**src/design/tldc_pkg.sv**
```systemverilog
// ----------------------------------------------------------------------------
// tldc_pkg
// Shared types and codes of the two-liquid dispenser controller.
// ----------------------------------------------------------------------------
package tldc_pkg;

    // configuration register indexes
    localparam logic [2:0] CFG_TEMP_LIMIT  = 3'd0;
    localparam logic [2:0] CFG_TANK_DEPTH  = 3'd1;
    localparam logic [2:0] CFG_SPIRIT_MS   = 3'd2;
    localparam logic [2:0] CFG_MIXER_MS    = 3'd3;
    localparam logic [2:0] CFG_NOTICE_MS   = 3'd4;

    // key codes
    localparam logic [2:0] KEY_UP     = 3'd1;
    localparam logic [2:0] KEY_DOWN   = 3'd2;
    localparam logic [2:0] KEY_SERVE  = 3'd3;
    localparam logic [2:0] KEY_EMERG  = 3'd4;

    // message codes
    localparam logic [3:0] MSG_NONE    = 4'd0;
    localparam logic [3:0] MSG_RATIO   = 4'd1;
    localparam logic [3:0] MSG_MAX     = 4'd2;
    localparam logic [3:0] MSG_MIN     = 4'd3;
    localparam logic [3:0] MSG_SERVING = 4'd4;
    localparam logic [3:0] MSG_WARM    = 4'd5;
    localparam logic [3:0] MSG_INSUF   = 4'd6;
    localparam logic [3:0] MSG_EMERG   = 4'd7;
    localparam logic [3:0] MSG_CHOOSE  = 4'd8;

    localparam int LEVEL_MAX = 200;

    typedef struct packed {
        logic [6:0]  temp_limit;
        logic [7:0]  tank_depth_cm;
        logic [11:0] spirit_ms_per_unit;
        logic [11:0] mixer_ms_per_unit;
        logic [15:0] notice_ms;
    } t_cfg;

    typedef struct packed {
        logic              mode;
        logic [2:0]        key;
        logic [7:0]        dist_mixer;
        logic [7:0]        dist_spirit;
        logic signed [7:0] temperature;
    } t_item;

    typedef struct packed {
        logic [3:0] message;
        logic       sensor_enable;
        logic       relay_mixer;
        logic       relay_spirit;
        logic [3:0] mixer_tenths;
        logic [2:0] spirit_tenths;
        logic [2:0] phase;
    } t_result;

endpackage

```
**src/design/two_liquid_dispenser_controller.sv**
```systemverilog
// ----------------------------------------------------------------------------
// two_liquid_dispenser_controller
// Two-liquid mixing dispenser controller with stream ports.
// ----------------------------------------------------------------------------
// Each input item is a millisecond tick (tuser 0) or a key press (tuser 1)
// with the sampled tank distances and temperature; each one yields exactly
// one result item with phase, shares, relay and sensor controls and a message
// code. While the output is not stalled, the block takes one item per cycle:
// an input register and a result register stand around a combinational
// state update; an accepted item waits in the input register until the
// result register is free, and its result is then registered there.
// Configuration writes take effect at once and are always ready; write only
// while no item is in flight.
module two_liquid_dispenser_controller import tldc_pkg::*; (
    input  logic        i_clk,
    input  logic        i_rst_n,
    input  logic        i_cfg_valid,
    output logic        o_cfg_ready,
    input  logic [2:0]  i_cfg_index,
    input  logic [15:0] i_cfg_data,
    input  logic        i_s_axis_tvalid,
    output logic        o_s_axis_tready,
    // [2:0] key, [10:3] dist_mixer, [18:11] dist_spirit, [26:19] temperature
    input  logic [31:0] i_s_axis_tdata,
    // [0] mode
    input  logic [0:0]  i_s_axis_tuser,
    output logic        o_m_axis_tvalid,
    input  logic        i_m_axis_tready,
    // [2:0] phase, [5:3] spirit_tenths, [9:6] mixer_tenths, [10] relay_spirit,
    // [11] relay_mixer, [12] sensor_enable, [16:13] message
    output logic [23:0] o_m_axis_tdata
);

    t_cfg    r_cfg;
    t_item   w_item;
    t_result w_res;

    assign o_cfg_ready = 1'b1;

    always_ff @(posedge i_clk) begin
        if (!i_rst_n) begin
            r_cfg.temp_limit         <= 7'd8;
            r_cfg.tank_depth_cm      <= 8'd20;
            r_cfg.spirit_ms_per_unit <= 12'd1000;
            r_cfg.mixer_ms_per_unit  <= 12'd1500;
            r_cfg.notice_ms          <= 16'd3000;
        end else if (i_cfg_valid) begin
            unique case (i_cfg_index)
                CFG_TEMP_LIMIT: r_cfg.temp_limit         <= i_cfg_data[6:0];
                CFG_TANK_DEPTH: r_cfg.tank_depth_cm      <= i_cfg_data[7:0];
                CFG_SPIRIT_MS:  r_cfg.spirit_ms_per_unit <= i_cfg_data[11:0];
                CFG_MIXER_MS:   r_cfg.mixer_ms_per_unit  <= i_cfg_data[11:0];
                CFG_NOTICE_MS:  r_cfg.notice_ms          <= i_cfg_data;
                default: begin
                end
            endcase
        end
    end

    assign w_item.mode        = i_s_axis_tuser[0];
    assign w_item.key         = i_s_axis_tdata[2:0];
    assign w_item.dist_mixer  = i_s_axis_tdata[10:3];
    assign w_item.dist_spirit = i_s_axis_tdata[18:11];
    assign w_item.temperature = $signed(i_s_axis_tdata[26:19]);

    tldc_core u_core (
        .i_clk       (i_clk),
        .i_rst_n     (i_rst_n),
        .i_cfg       (r_cfg),
        .i_in_valid  (i_s_axis_tvalid),
        .o_in_ready  (o_s_axis_tready),
        .i_in_item   (w_item),
        .o_out_valid (o_m_axis_tvalid),
        .i_out_ready (i_m_axis_tready),
        .o_out_res   (w_res)
    );

    assign o_m_axis_tdata = {7'd0, w_res};

endmodule

```
**src/design/tldc_core.sv**
```systemverilog
// ----------------------------------------------------------------------------
// tldc_core
// Input register, controller state update and result register.
// ----------------------------------------------------------------------------
module tldc_core import tldc_pkg::*; (
    input  logic    i_clk,
    input  logic    i_rst_n,
    input  t_cfg    i_cfg,
    input  logic    i_in_valid,
    output logic    o_in_ready,
    input  t_item   i_in_item,
    output logic    o_out_valid,
    input  logic    i_out_ready,
    output t_result o_out_res
);

    typedef enum logic [2:0] {
        PH_STANDBY = 3'd0,
        PH_SPIRIT  = 3'd1,
        PH_MIXER   = 3'd2,
        PH_QUERY   = 3'd3,
        PH_EMERG   = 3'd4
    } t_phase;

    logic        r_in_valid;
    t_item       r_in;
    logic        r_out_valid;
    t_result     r_res;

    t_phase      r_phase, n_phase;
    logic [2:0]  r_share, n_share;
    logic [17:0] r_cd, n_cd;
    logic        r_notice, n_notice;
    logic        r_sensor, n_sensor;
    logic [3:0]  n_msg;

    logic        w_adv;
    logic [3:0]  w_mix_share;
    logic [17:0] w_spirit_cd;
    logic [17:0] w_mixer_cd;
    logic        w_running;
    logic        w_levels_ok;
    logic        w_temp_ok;

    // (depth - distance)*10 - share*5 must lie in 1..LEVEL_MAX
    function automatic logic level_ok(logic [7:0] depth, logic [7:0] level_cm,
                                      logic [3:0] share);
        logic signed [13:0] d;
        logic signed [13:0] v;
        d = $signed({6'd0, depth}) - $signed({6'd0, level_cm});
        v = d * 14'sd10 - $signed({10'd0, share}) * 14'sd5;
        return (v > 14'sd0) && (v <= 14'(LEVEL_MAX));
    endfunction

    assign w_adv       = r_in_valid && (!r_out_valid || i_out_ready);
    assign o_in_ready  = !r_in_valid || w_adv;
    assign o_out_valid = r_out_valid;
    assign o_out_res   = r_res;

    assign w_mix_share = 4'd10 - {1'b0, r_share};
    // spirit units = 5*spirit share, mixer units = 5*mixer share
    assign w_spirit_cd = 18'(6'({3'd0, r_share}) * 6'd5) * 18'(i_cfg.spirit_ms_per_unit);
    assign w_mixer_cd  = 18'(6'({2'd0, w_mix_share}) * 6'd5) * 18'(i_cfg.mixer_ms_per_unit);
    assign w_running   = (r_phase == PH_SPIRIT) || (r_phase == PH_MIXER) ||
                         (r_phase == PH_EMERG) || r_notice;
    assign w_levels_ok = level_ok(i_cfg.tank_depth_cm, r_in.dist_mixer, w_mix_share) &&
                         level_ok(i_cfg.tank_depth_cm, r_in.dist_spirit, {1'b0, r_share});
    assign w_temp_ok   = !r_in.temperature[7] &&
                         (r_in.temperature[6:0] <= i_cfg.temp_limit);

    always_comb begin
        n_phase  = r_phase;
        n_share  = r_share;
        n_cd     = r_cd;
        n_notice = r_notice;
        n_sensor = r_sensor;
        n_msg    = MSG_NONE;
        if (!r_in.mode) begin
            // millisecond tick
            if (w_running) begin
                if (r_cd > 18'd1) begin
                    n_cd = r_cd - 18'd1;
                end else if (r_phase == PH_SPIRIT) begin
                    n_phase = PH_MIXER;
                    n_cd    = w_mixer_cd;
                end else begin
                    if (r_phase == PH_EMERG) begin
                        n_sensor = 1'b1;
                    end
                    n_cd     = '0;
                    n_phase  = PH_STANDBY;
                    n_notice = 1'b0;
                    n_msg    = MSG_CHOOSE;
                end
            end
        end else begin
            priority if (r_in.key == KEY_EMERG && r_phase != PH_EMERG) begin
                n_phase  = PH_EMERG;
                n_notice = 1'b0;
                n_sensor = 1'b0;
                n_cd     = 18'(i_cfg.notice_ms);
                n_msg    = MSG_EMERG;
            end else if (r_phase == PH_QUERY) begin
                if (r_in.key == KEY_UP) begin
                    n_phase  = PH_SPIRIT;
                    n_notice = 1'b0;
                    n_cd     = w_spirit_cd;
                    n_msg    = MSG_SERVING;
                end else if (r_in.key == KEY_DOWN) begin
                    n_phase  = PH_STANDBY;
                    n_cd     = '0;
                    n_notice = 1'b0;
                    n_msg    = MSG_CHOOSE;
                end
            end else if (r_phase == PH_STANDBY) begin
                if (r_in.key == KEY_UP) begin
                    if (r_share <= 3'd4) begin
                        n_share = r_share + 3'd1;
                        n_msg   = MSG_RATIO;
                    end else begin
                        n_msg = MSG_MAX;
                    end
                end else if (r_in.key == KEY_DOWN) begin
                    if (r_share >= 3'd2) begin
                        n_share = r_share - 3'd1;
                        n_msg   = MSG_RATIO;
                    end else begin
                        n_msg = MSG_MIN;
                    end
                end else if (r_in.key == KEY_SERVE) begin
                    if (w_levels_ok) begin
                        if (w_temp_ok) begin
                            n_phase  = PH_SPIRIT;
                            n_notice = 1'b0;
                            n_cd     = w_spirit_cd;
                            n_msg    = MSG_SERVING;
                        end else begin
                            n_phase = PH_QUERY;
                            n_msg   = MSG_WARM;
                        end
                    end else begin
                        n_notice = 1'b1;
                        n_cd     = 18'(i_cfg.notice_ms);
                        n_msg    = MSG_INSUF;
                    end
                end
            end else begin
                // pouring or emergency: drop the key
                n_msg = MSG_NONE;
            end
        end
    end

    always_ff @(posedge i_clk) begin
        if (!i_rst_n) begin
            r_in_valid  <= 1'b0;
            r_out_valid <= 1'b0;
            r_phase     <= PH_STANDBY;
            r_share     <= 3'd3;
            r_cd        <= '0;
            r_notice    <= 1'b0;
            r_sensor    <= 1'b1;
        end else begin
            if (i_in_valid && o_in_ready) begin
                r_in_valid <= 1'b1;
            end else if (w_adv) begin
                r_in_valid <= 1'b0;
            end
            if (w_adv) begin
                r_out_valid <= 1'b1;
                r_phase     <= n_phase;
                r_share     <= n_share;
                r_cd        <= n_cd;
                r_notice    <= n_notice;
                r_sensor    <= n_sensor;
            end else if (i_out_ready) begin
                r_out_valid <= 1'b0;
            end
        end
    end

    always_ff @(posedge i_clk) begin
        if (i_in_valid && o_in_ready) begin
            r_in <= i_in_item;
        end
        if (w_adv) begin
            r_res.phase         <= n_phase;
            r_res.spirit_tenths <= n_share;
            r_res.mixer_tenths  <= 4'd10 - {1'b0, n_share};
            r_res.relay_spirit  <= (n_phase == PH_SPIRIT);
            r_res.relay_mixer   <= (n_phase == PH_MIXER);
            r_res.sensor_enable <= n_sensor;
            r_res.message       <= n_msg;
        end
    end

`ifndef SYNTH
    a_emerg_sensor_off: assert property (@(posedge i_clk) disable iff (!i_rst_n)
        r_phase == PH_EMERG |-> !r_sensor)
        else $error("sensor enabled during emergency");

    a_share_range: assert property (@(posedge i_clk) disable iff (!i_rst_n)
        r_share >= 3'd1 && r_share <= 3'd5)
        else $error("spirit share out of range");

    // a pending notice survives a warm query
    a_notice_standby: assert property (@(posedge i_clk) disable iff (!i_rst_n)
        r_notice |-> r_phase == PH_STANDBY || r_phase == PH_QUERY)
        else $error("notice pending outside standby or warm query");

    a_emerg_entry: assert property (@(posedge i_clk) disable iff (!i_rst_n)
        w_adv && r_in.mode && r_in.key == KEY_EMERG |=> r_phase == PH_EMERG)
        else $error("emergency key did not enter emergency");

    a_result_matches: assert property (@(posedge i_clk) disable iff (!i_rst_n)
        w_adv |=> r_res.phase == r_phase && r_res.spirit_tenths == r_share)
        else $error("result does not reflect updated state");
`endif

endmodule

```
**config.mk**
```make
export PLATFORM = sky130hd
export DESIGN_NAME = two_liquid_dispenser_controller
export DESIGN_NICKNAME = d
export VERILOG_FILES = /design/src/design/tldc_pkg.sv /design/src/design/two_liquid_dispenser_controller.sv /design/src/design/tldc_core.sv
export SDC_FILE = /design/constraint.sdc
export NUM_CORES = 1
export LEC_CHECK = 0
export ABC_CLOCK_PERIOD_IN_PS = 17090
export BUFFER_PORTS_ARGS = -buffer_cell sky130_fd_sc_hd__buf_2
export CAP_MARGIN = 20
export CORE_MARGIN = 3
export CORE_UTILIZATION = 46
export DETAILED_ROUTE_END_ITERATION = 10
export GPL_TIMING_DRIVEN = 0
export HOLD_SLACK_MARGIN = 0.15
export PLACE_DENSITY = 0.65
export REMOVE_ABC_BUFFERS = 1
export SLEW_MARGIN = 30
export SYNTH_ARGS = -nofsm -noshare
export SYNTH_HDL_FRONTEND = slang
export SYNTH_SLANG_ARGS = --single-unit
```
**constraint.sdc**
```tcl
create_clock -name i_clk -period 17.09 [get_ports i_clk]
set_clock_uncertainty 0.2 [all_clocks]
set_input_delay 4.2725 -clock i_clk [delete_from_list [all_inputs] [get_ports i_clk]]
set_output_delay 4.2725 -clock i_clk [all_outputs]
set_load 0.02 [all_outputs]
```
==> load_flow_metrics.sql, run 1 <==
INSERT INTO impl_metrics (metric_group, metric, value, unit) VALUES
('finish', 'layout.nets', '1925', ''),
('floorplan', 'width_of_the_chip', '175.5', 'um'),
('worst_setup_path', 'critical_path_s_top_delay_family', 'simple AND/OR/NAND/NOR gates', ''),
('floorplan', 'fp.dieArea', '0.03080', 'mm^2'),
('worst_setup_path', 'crit_chain', 'buf_2 > nor2b_1 > nand2_1 > buf_2', ''),
('synth', 'ys_dominant_reg_cell', 'dfxtp_1', ''),
('worst_setup_path', 'nature_of_the_critical_path_endpoint', 'output pin', ''),
('floorplan', 'die_y', '175.5', 'um'),
('synth', 'syn-instance-count', '1611', ''),
('sta', 'finalHoldViolations', '0', ''),
('synth', 'yosysSeqAreaShare', '22.57', '%'),
('power', 'power-per-cell-area', '180.1', 'mW/mm^2'),
('finish', 'area_delta_synth_final', '8.795', '%'),
('clock_network', 'clockBufferDepth', '2', ''),
('synth', 'yosys_register_bits', '127', ''),
('worst_setup_path', 'crit_path_top_delay_cell', 'nor2b_1', ''),
('global_routing', 'antenna_found_initial', '0', ''),
('global_routing', 'groute.usage.overall', '22.71', '%'),
('worst_setup_path', 'sum_of_buffers_and_inverters_on_the_critical_path', '2', ''),
('sta', 'timing_worst_slew_pin_value', '1.015', 'ns'),
('routing', 'drt-vias-per-instance', '5.576', ''),
('clock_network', 'cts.reportedPaths.clkPinSlew', '0.06', 'ns'),
('global_routing', 'grt_overflow', '0', ''),
('routing', 'first_pass_iters', '7', ''),
('sta', 'fmax', '107.4', 'MHz'),
('synth', 'average_cell_area_after_synthesis', '8.203', 'um^2'),
('clock_network', 'cts_tree', 'done', ''),
('routing', 'postRouteAntennaNets', '0', ''),
('finish', 'final_layout_size_suffix_gt1_share', '8.727', '%'),
('worst_setup_path', 'worst_path_required_time', '12.62', 'ns'),
('run_status', 'outcome', 'complete, no violations', ''),
('finish', 'finish.cell_count_without_fillers', '2028', ''),
('finish', 'fillerInstances', '2712', ''),
('place', 'port_buffers', '70', ''),
('worst_setup_path', 'cpPeakStageDelay', '0.21', 'ns'),
('run', 'timing.max_cap.violations', '0', ''),
('sta', 'grt_setup_unrepaired', 'no', ''),
('global_routing', 'via_count_of_the_first_global_routing_pass', '11158', ''),
('power', 'ir_drop', '0.2062', 'mV'),
('sta', 'finalSetupTns', '0', 'ns'),
('clock_network', 'cts_repair_resize_count', '0', ''),
('worst_setup_path', 'worstSetupStartpointType', 'input port', ''),
('worst_setup_path', 'critical_path_class', 'in -> out', ''),
('clock_network', 'hold_buffers', '0', ''),
('worst_setup_path', 'cp-startpoint', 'i_m_axis_tready', ''),
('place', 'place.detailed.hpwl', '26810', 'um'),
('clock_network', 'postCtsSetupBuffers', '0', ''),
('floorplan', 'placementRows', '61', ''),
('worst_setup_path', 'regToRegStartpoint', 'u_core.r_share[1]', ''),
('place', 'number_of_placed_instances_with_taps_included', '1996', ''),
('routing', 'wl_per_cell', '17.04', 'um'),
('sta', 'relSlewSlack', '32.32', '%'),
('clock_network', 'clk-insertion-delay-late', '0.43', 'ns'),
('sta', 'final.hold.worst_slack', '0.2571', 'ns'),
('worst_setup_path', 'worst_ep_arrival', '4.84', 'ns'),
('clock_network', 'numClockSinks', '127', ''),
('finish', 'n_antenna_cell', '0', ''),
('worst_setup_path', 'timing.critical_path.mode_cell', 'buf_2', ''),
('synth', 'synth-edff-count', '44', ''),
('sta', 'drv_slew', '0', ''),
('worst_setup_path', 'crit_fanout', '4', ''),
('power', 'finalPower', '2589', 'uW'),
('global_routing', 'grt_start_max_net_pins', '47', ''),
('sta', 'fin_ws', '7.775', 'ns'),
('routing', 'first_iter_violations', '715', ''),
('place', 'dp_worst_setup_slack', '7.761', 'ns'),
('clock_network', 'clock_root_buffer', 'clkbuf_16', ''),
('floorplan', 'i_o_pin_count', '84', ''),
('power', 'static-leakage-power', '0.006601', 'uW'),
('worst_setup_path', 'reg2regPathDepth', '23', ''),
('worst_setup_path', 'ff2ff_setup_slack', '8.82', 'ns');
-- through the flow --
| stage | cell area, um^2 | util, % |
|---|---|---|
| after floorplan | 12890 | - |
| after global placement | 13720 | 48.97 |
| after detailed placement | 13810 | 49.30 |
| after CTS | 14370 | 51.32 |
| after global routing | 14380 | 51.33 |
| final | 14380 | 51.33 |
-- worst register-to-register path, cell delays in order (launching register included) --
cell and delay (ns):
dfxtp_2 0.68, inv_1 0.22, ha_1 0.57, inv_1 0.34, ha_1 0.39, ha_1 0.22, fa_1 0.42, xor2_2 0.55
nand2_1 0.16, fa_1 0.52, fa_1 0.52, fa_1 0.57, inv_1 0.06, fa_1 0.48, ha_1 0.36, o21a_1 0.20
o21a_1 0.18, a41oi_1 0.30, a21oi_1 0.15, a31oi_1 0.26, o21ai_0 0.15, xnor2_1 0.17, a311oi_1 0.34, a211oi_2 0.11
-- state kept, by name (all words and copies together) (netlist names) --
signal / flops
r_cfg: 55
u_core.o_out_res: 16
u_core.o_out_valid: 1
u_core.r_cd: 18
u_core.r_in: 28
u_core.r_in_valid: 1
u_core.r_notice: 1
u_core.r_phase: 3
u_core.r_sensor: 1
u_core.r_share: 3
-- synth_stat cells (11+ instances only) --
cell type  number  area share, %
nand2_1       285            8.1
inv_1         164            4.7
ha_1          137             13
a21oi_1       118            4.5
fa_1           94             14
dfxtp_1        83             13
nor2_1         79            2.2
clkbuf_1       54            1.5
o21ai_0        50            1.9
and2_1         48            2.3
edfxtp_1       44             10
xnor2_1        43            2.8
nor3_1         42            1.6
nand3_1        39            1.5
xor2_1         25            1.7
a21o_1         21            1.2
nor2b_1        21           0.99
o21a_1         18            1.0
o22ai_1        14           0.66
a31oi_1        12           0.57
a211oi_1       11           0.62
a22oi_1        11           0.62
nor3b_1        11           0.62
-- where the power goes --
| group | switching, uW | internal (uW) |
|---|---|---|
| clock network | 163 | 194 |
| logic | 1080 | 805 |
| registers | 16.5 | 328 |
| total | 1260 | 1330 |
-- worst min path at each step --
stage	startpoint	end	slack [ns]	cells after the start
6_report	r_cfg[52]	r_cfg[52]	0.26	2
4_1_cts	r_cfg[0]	r_cfg[0]	0.26	2
3_5_place_dp	r_cfg[0]	r_cfg[0]	0.25	2
5_1_grt	r_cfg[0]	r_cfg[0]	0.27	2
3_3_place_gp	r_cfg[0]	r_cfg[0]	0.24	2
2_1_floorplan	r_cfg[0]	r_cfg[0]	0.23	2
-- cells in the final DEF (no fill, tap or decap), drive strengths merged, types with 8 or more instances in the layout --
| cell | Yosys | routed |
|---|---|---|
| nand2 | 285 | 285 |
| inv | 164 | 176 |
| ha | 137 | 137 |
| a21oi | 118 | 118 |
| fa | 94 | 94 |
| dfxtp | 83 | 83 |
| nor2 | 79 | 79 |
| buf | 19 | 74 |
| o21ai | 59 | 59 |
| and2 | 48 | 48 |
| edfxtp | 44 | 44 |
| xnor2 | 43 | 43 |
| nor3 | 43 | 43 |
| nand3 | 40 | 40 |
| xor2 | 25 | 25 |
| a21o | 21 | 21 |
| nor2b | 21 | 21 |
| o21a | 18 | 18 |
| clkbuf | 54 | 17 |
| o22ai | 14 | 14 |
| a211oi | 14 | 14 |
| a31oi | 12 | 12 |
| or2 | 12 | 12 |
| a22oi | 11 | 11 |
| nor3b | 11 | 11 |
| o211ai | 10 | 10 |
| and3 | 9 | 9 |
| nand2b | 8 | 8 |
| nor4 | 8 | 8 |
| conb | 2 | 8 |
-- logic make-up (layout without fill, tap and decap cells) --
logic type,after synthesis,count (layout),synth area share [%]
compound gates,335,335,16.25
xor+xnor,68,68,4.507
fa+ha+maj,231,231,27.21
buf+inv,240,273,7.347
flops,127,127,22.57
mux,7,7,0.5491
other cells,2,8,0.05683
simple gates,601,601,21.51
-- layer usage --
layer,wire length (um),vias to the layer above,global-route usage [%]
li1,-,5530,-
met1,15860,5414,30.42
met2,16220,317,38.35
met3,1679,47,3.070
met4,796,0,6.928
met5,0,-,0
-- cell type report --
class                      instances  area, um^2  share of cell area, %
multi-input combinational       1250        9306                  64.73
sequential                       127        2985                  20.76
inverter                         167       628.1                  4.369
tap                              378       473.0                  3.290
clock buffer                      17       425.4                  2.959
timing repair buffer              74       419.2                  2.915
clock inverter                    15       140.1                 0.9747
No activity file was read; power rests on OpenSTA's default activity.
==> run 2, diff against run 1 <==
- ABC_CLOCK_PERIOD_IN_PS: 17090 -> 8750
- clock period: 17.09 -> 8.75 ns (I/O delays scaled with it)
==> load_flow_metrics.sql, run 2 (synthesized netlist as in run 1, its figures left out) <==
INSERT INTO impl_metrics (metric_group, metric, value, unit) VALUES
('sta', 'fmax', '123.1', 'MHz'),
('finish', 'max_flop_register', 'r_cfg', ''),
('routing', 'wl_per_cell', '17.08', 'um'),
('sta', 'drv_slew', '0', ''),
('finish', 'area_delta_synth_final', '8.881', '%'),
('place', 'port_buffers', '70', ''),
('clock_network', 'cts_tree', 'done', ''),
('global_routing', 'groute.usage.overall', '22.71', '%'),
('place', 'number_of_placed_instances_with_taps_included', '1996', ''),
('finish', 'final_layout_size_suffix_gt1_share', '8.727', '%'),
('floorplan', 'i_o_pin_count', '84', ''),
('sta', 'relSlewSlack', '31.70', '%'),
('worst_setup_path', 'crit_fanout', '26', ''),
('finish', 'finish.cell_count_without_fillers', '2028', ''),
('power', 'clock_power_share', '13.8', '%'),
('clock_network', 'clk-insertion-delay-late', '0.43', 'ns'),
('global_routing', 'via_count_of_the_first_global_routing_pass', '11158', ''),
('run', 'timing.max_cap.violations', '0', ''),
('worst_setup_path', 'cpPeakStageDelay', '0.69', 'ns'),
('global_routing', 'grt_pass1_wl', '56460', 'um'),
('sta', 'final_min_period_over_clock_period', '92.85', '%'),
('power', 'netSwitchingFraction', '48.87', '%'),
('sta', 'finalCriticalPeriod', '8.124', 'ns'),
('place', 'detailed_place.area', '0.01381', 'mm^2'),
('clock_network', 'postCtsSetupBuffers', '0', ''),
('power', 'power-per-cell-area', '352.6', 'mW/mm^2'),
('finish', 'fillerInstances', '2710', ''),
('worst_setup_path', 'sum_of_buffers_and_inverters_on_the_critical_path', '3', ''),
('clock_network', 'cts_repair_resize_count', '0', ''),
('clock_network', 'clockBufferDepth', '2', ''),
('clock_network', 'cts_buffers', '17', ''),
('routing', 'first_pass_iters', '5', ''),
('worst_setup_path', 'crit_path_top_delay_cell', 'dfxtp_2', ''),
('finish', 'area.sequential', '0.002985', 'mm^2'),
('global_routing', 'grt_overflow', '0', ''),
('min_path', 'min_path_type', 'reg -> reg', ''),
('routing', 'drt-vias-per-instance', '5.591', ''),
('power', 'power.net_switching', '2480', 'uW'),
('power', 'power_report.internal_total', '2594', 'uW'),
('power', 'share_seq_of_total_power', '13.3', '%'),
('global_routing', 'antenna_found_initial', '0', ''),
('power', 'static-leakage-power', '0.006603', 'uW'),
('floorplan', 'die_y', '175.5', 'um'),
('finish', 'layout.nets', '1925', ''),
('place', 'dp_worst_setup_slack', '0.1461', 'ns'),
('clock_network', 'numClockSinks', '127', ''),
('clock_network', 'clock_root_buffer', 'clkbuf_16', ''),
('sta', 'setup_viol_count_final', '0', ''),
('finish', 'largest_register_ff_count', '55', ''),
('worst_setup_path', 'worst_path_required_time', '8.83', 'ns'),
('finish', 'final_core_utilization', '51.37', '%'),
('clock_network', 'cts_max_level', '4', ''),
('worst_setup_path', 'critical_path_class', 'reg -> reg', ''),
('finish', 'leading_cell_type_in_the_layout_fill_and_taps_excluded', 'nand2_1', ''),
('floorplan', 'placementRows', '61', ''),
('sta', 'finalSetupTns', '0', 'ns'),
('floorplan', 'width_of_the_chip', '175.5', 'um'),
('routing', 'totalWireLength', '34630', 'um'),
('routing', 'vias', '11338', ''),
('routing', 'drc', '0', ''),
('worst_setup_path', 'nature_of_the_critical_path_endpoint', 'flip-flop', ''),
('finish', 'post-route-cell-area', '0.01439', 'mm^2'),
('sta', 'timing_worst_slew_pin_value', '1.025', 'ns'),
('power', 'power.combinational.fraction', '73.0', '%'),
('finish', 'largest_registers', 'r_cfg: 55 flops, u_core.r_in: 28 flops, u_core.r_cd: 18 flops', ''),
('power', 'ir_drop', '0.4059', 'mV'),
('worst_setup_path', 'timing.critical_path.mode_cell', 'fa_1', ''),
('sta', 'finalHoldViolations', '0', ''),
('global_routing', 'grt_start_max_net_pins', '47', ''),
('sta', 'fin_ws', '0.6261', 'ns'),
('routing', 'postRouteAntennaNets', '0', ''),
('finish', 'n_antenna_cell', '0', ''),
('floorplan', 'core-area', '0.02801', 'mm^2'),
('finish', 'multi_input_area', '0.009318', 'mm^2'),
('run_status', 'outcome', 'complete, no violations', ''),
('worst_setup_path', 'critical_path_s_top_delay_family', 'adder cells', ''),
('place', 'place.detailed.hpwl', '26810', 'um'),
('routing', 'first_iter_violations', '711', ''),
('finish', 'layout.cells.most_common_list', '285 x nand2_1, 164 x inv_1, 137 x ha_1', ''),
('sta', 'grt_setup_unrepaired', 'no', ''),
('clock_network', 'hold_buffers', '0', ''),
('floorplan', 'fp.dieArea', '0.03080', 'mm^2'),
('worst_setup_path', 'crit_chain', 'inv_1 > ha_1 > inv_1 > ha_1 > ha_1 > fa_1 > xor2_4 > nand2_1 > fa_1 > fa_1 > fa_1 > inv_1 > fa_1 > ha_1 > o21a_1 > o21a_1 > a41oi_1 > a21oi_1 > a31oi_1 > o21ai_0 > xnor2_1 > a311oi_1 > a211oi_2', ''),
('worst_setup_path', 'worst_ep_arrival', '8.20', 'ns'),
('worst_setup_path', 'worstSetupStartpointType', 'flip-flop', ''),
('clock_network', 'cts.reportedPaths.clkPinSlew', '0.07', 'ns'),
('floorplan', 'initial_core_util', '47.18', '%'),
('place', 'gp_congestion', '0.8961', '');
-- run 2: cell counts in the layout (fill, tap and decap cells not counted) --
No cell type changed its count.
-- run 2: worst min-delay path: cells and delay by family (launching register included) --
kind            cells  cell delay [ns]
simple gates        1             0.05
flops               1             0.31
compound gates      1             0.05
-- run 2: through the flow --
step | hold WS (ns) | total power [uW]
6_report | 0.2572 | 5074
5_1_grt | 0.2694 | 5597
4_1_cts | 0.2598 | 5101
3_5_place_dp | 0.2507 | 4370
3_3_place_gp | 0.2410 | 4336
2_1_floorplan | 0.2338 | 3502
-- run 2: per-layer routing --
metal	vias to the layer above	part of all wire (%)	global-route usage, %
met4	0	2.3	6.928
met5	-	0	0
met1	5452	46	30.42
met3	45	4.5	3.070
met2	310	47	38.35
li1	5531	-	-
-- run 2: final timing paths --
kind                                         from         endpoint  slack [ns]  cells past startpoint
worst max-delay path            u_core.r_share[1]  u_core.r_cd[17]        0.63                     23
worst min-delay path                    r_cfg[52]        r_cfg[52]        0.26                      2
worst max register to register  u_core.r_share[1]  u_core.r_cd[17]        0.63                     23
worst min register to register          r_cfg[52]        r_cfg[52]        0.26                      2
-- run 2: power groups by stage --
stage / sequential [uW] / clock, uW / combinational (uW)
finish: 673 / 699 / 3700
global route: 676 / 728 / 4190
CTS: 672 / 709 / 3720
detailed placement: 685 / 0 / 3680
global placement: 686 / 0 / 3650
floorplan: 680 / 0 / 2820
-- run 2: area by class of cell --
cell class / instances / area share [%]
Clock inverter: 15 / 0.9739
Clock buffer: 17 / 2.957
Multi-Input combinational cell: 1250 / 64.76
Inverter: 167 / 4.365
Sequential cell: 127 / 20.75
Timing Repair Buffer: 74 / 2.913
Tap cell: 378 / 3.287
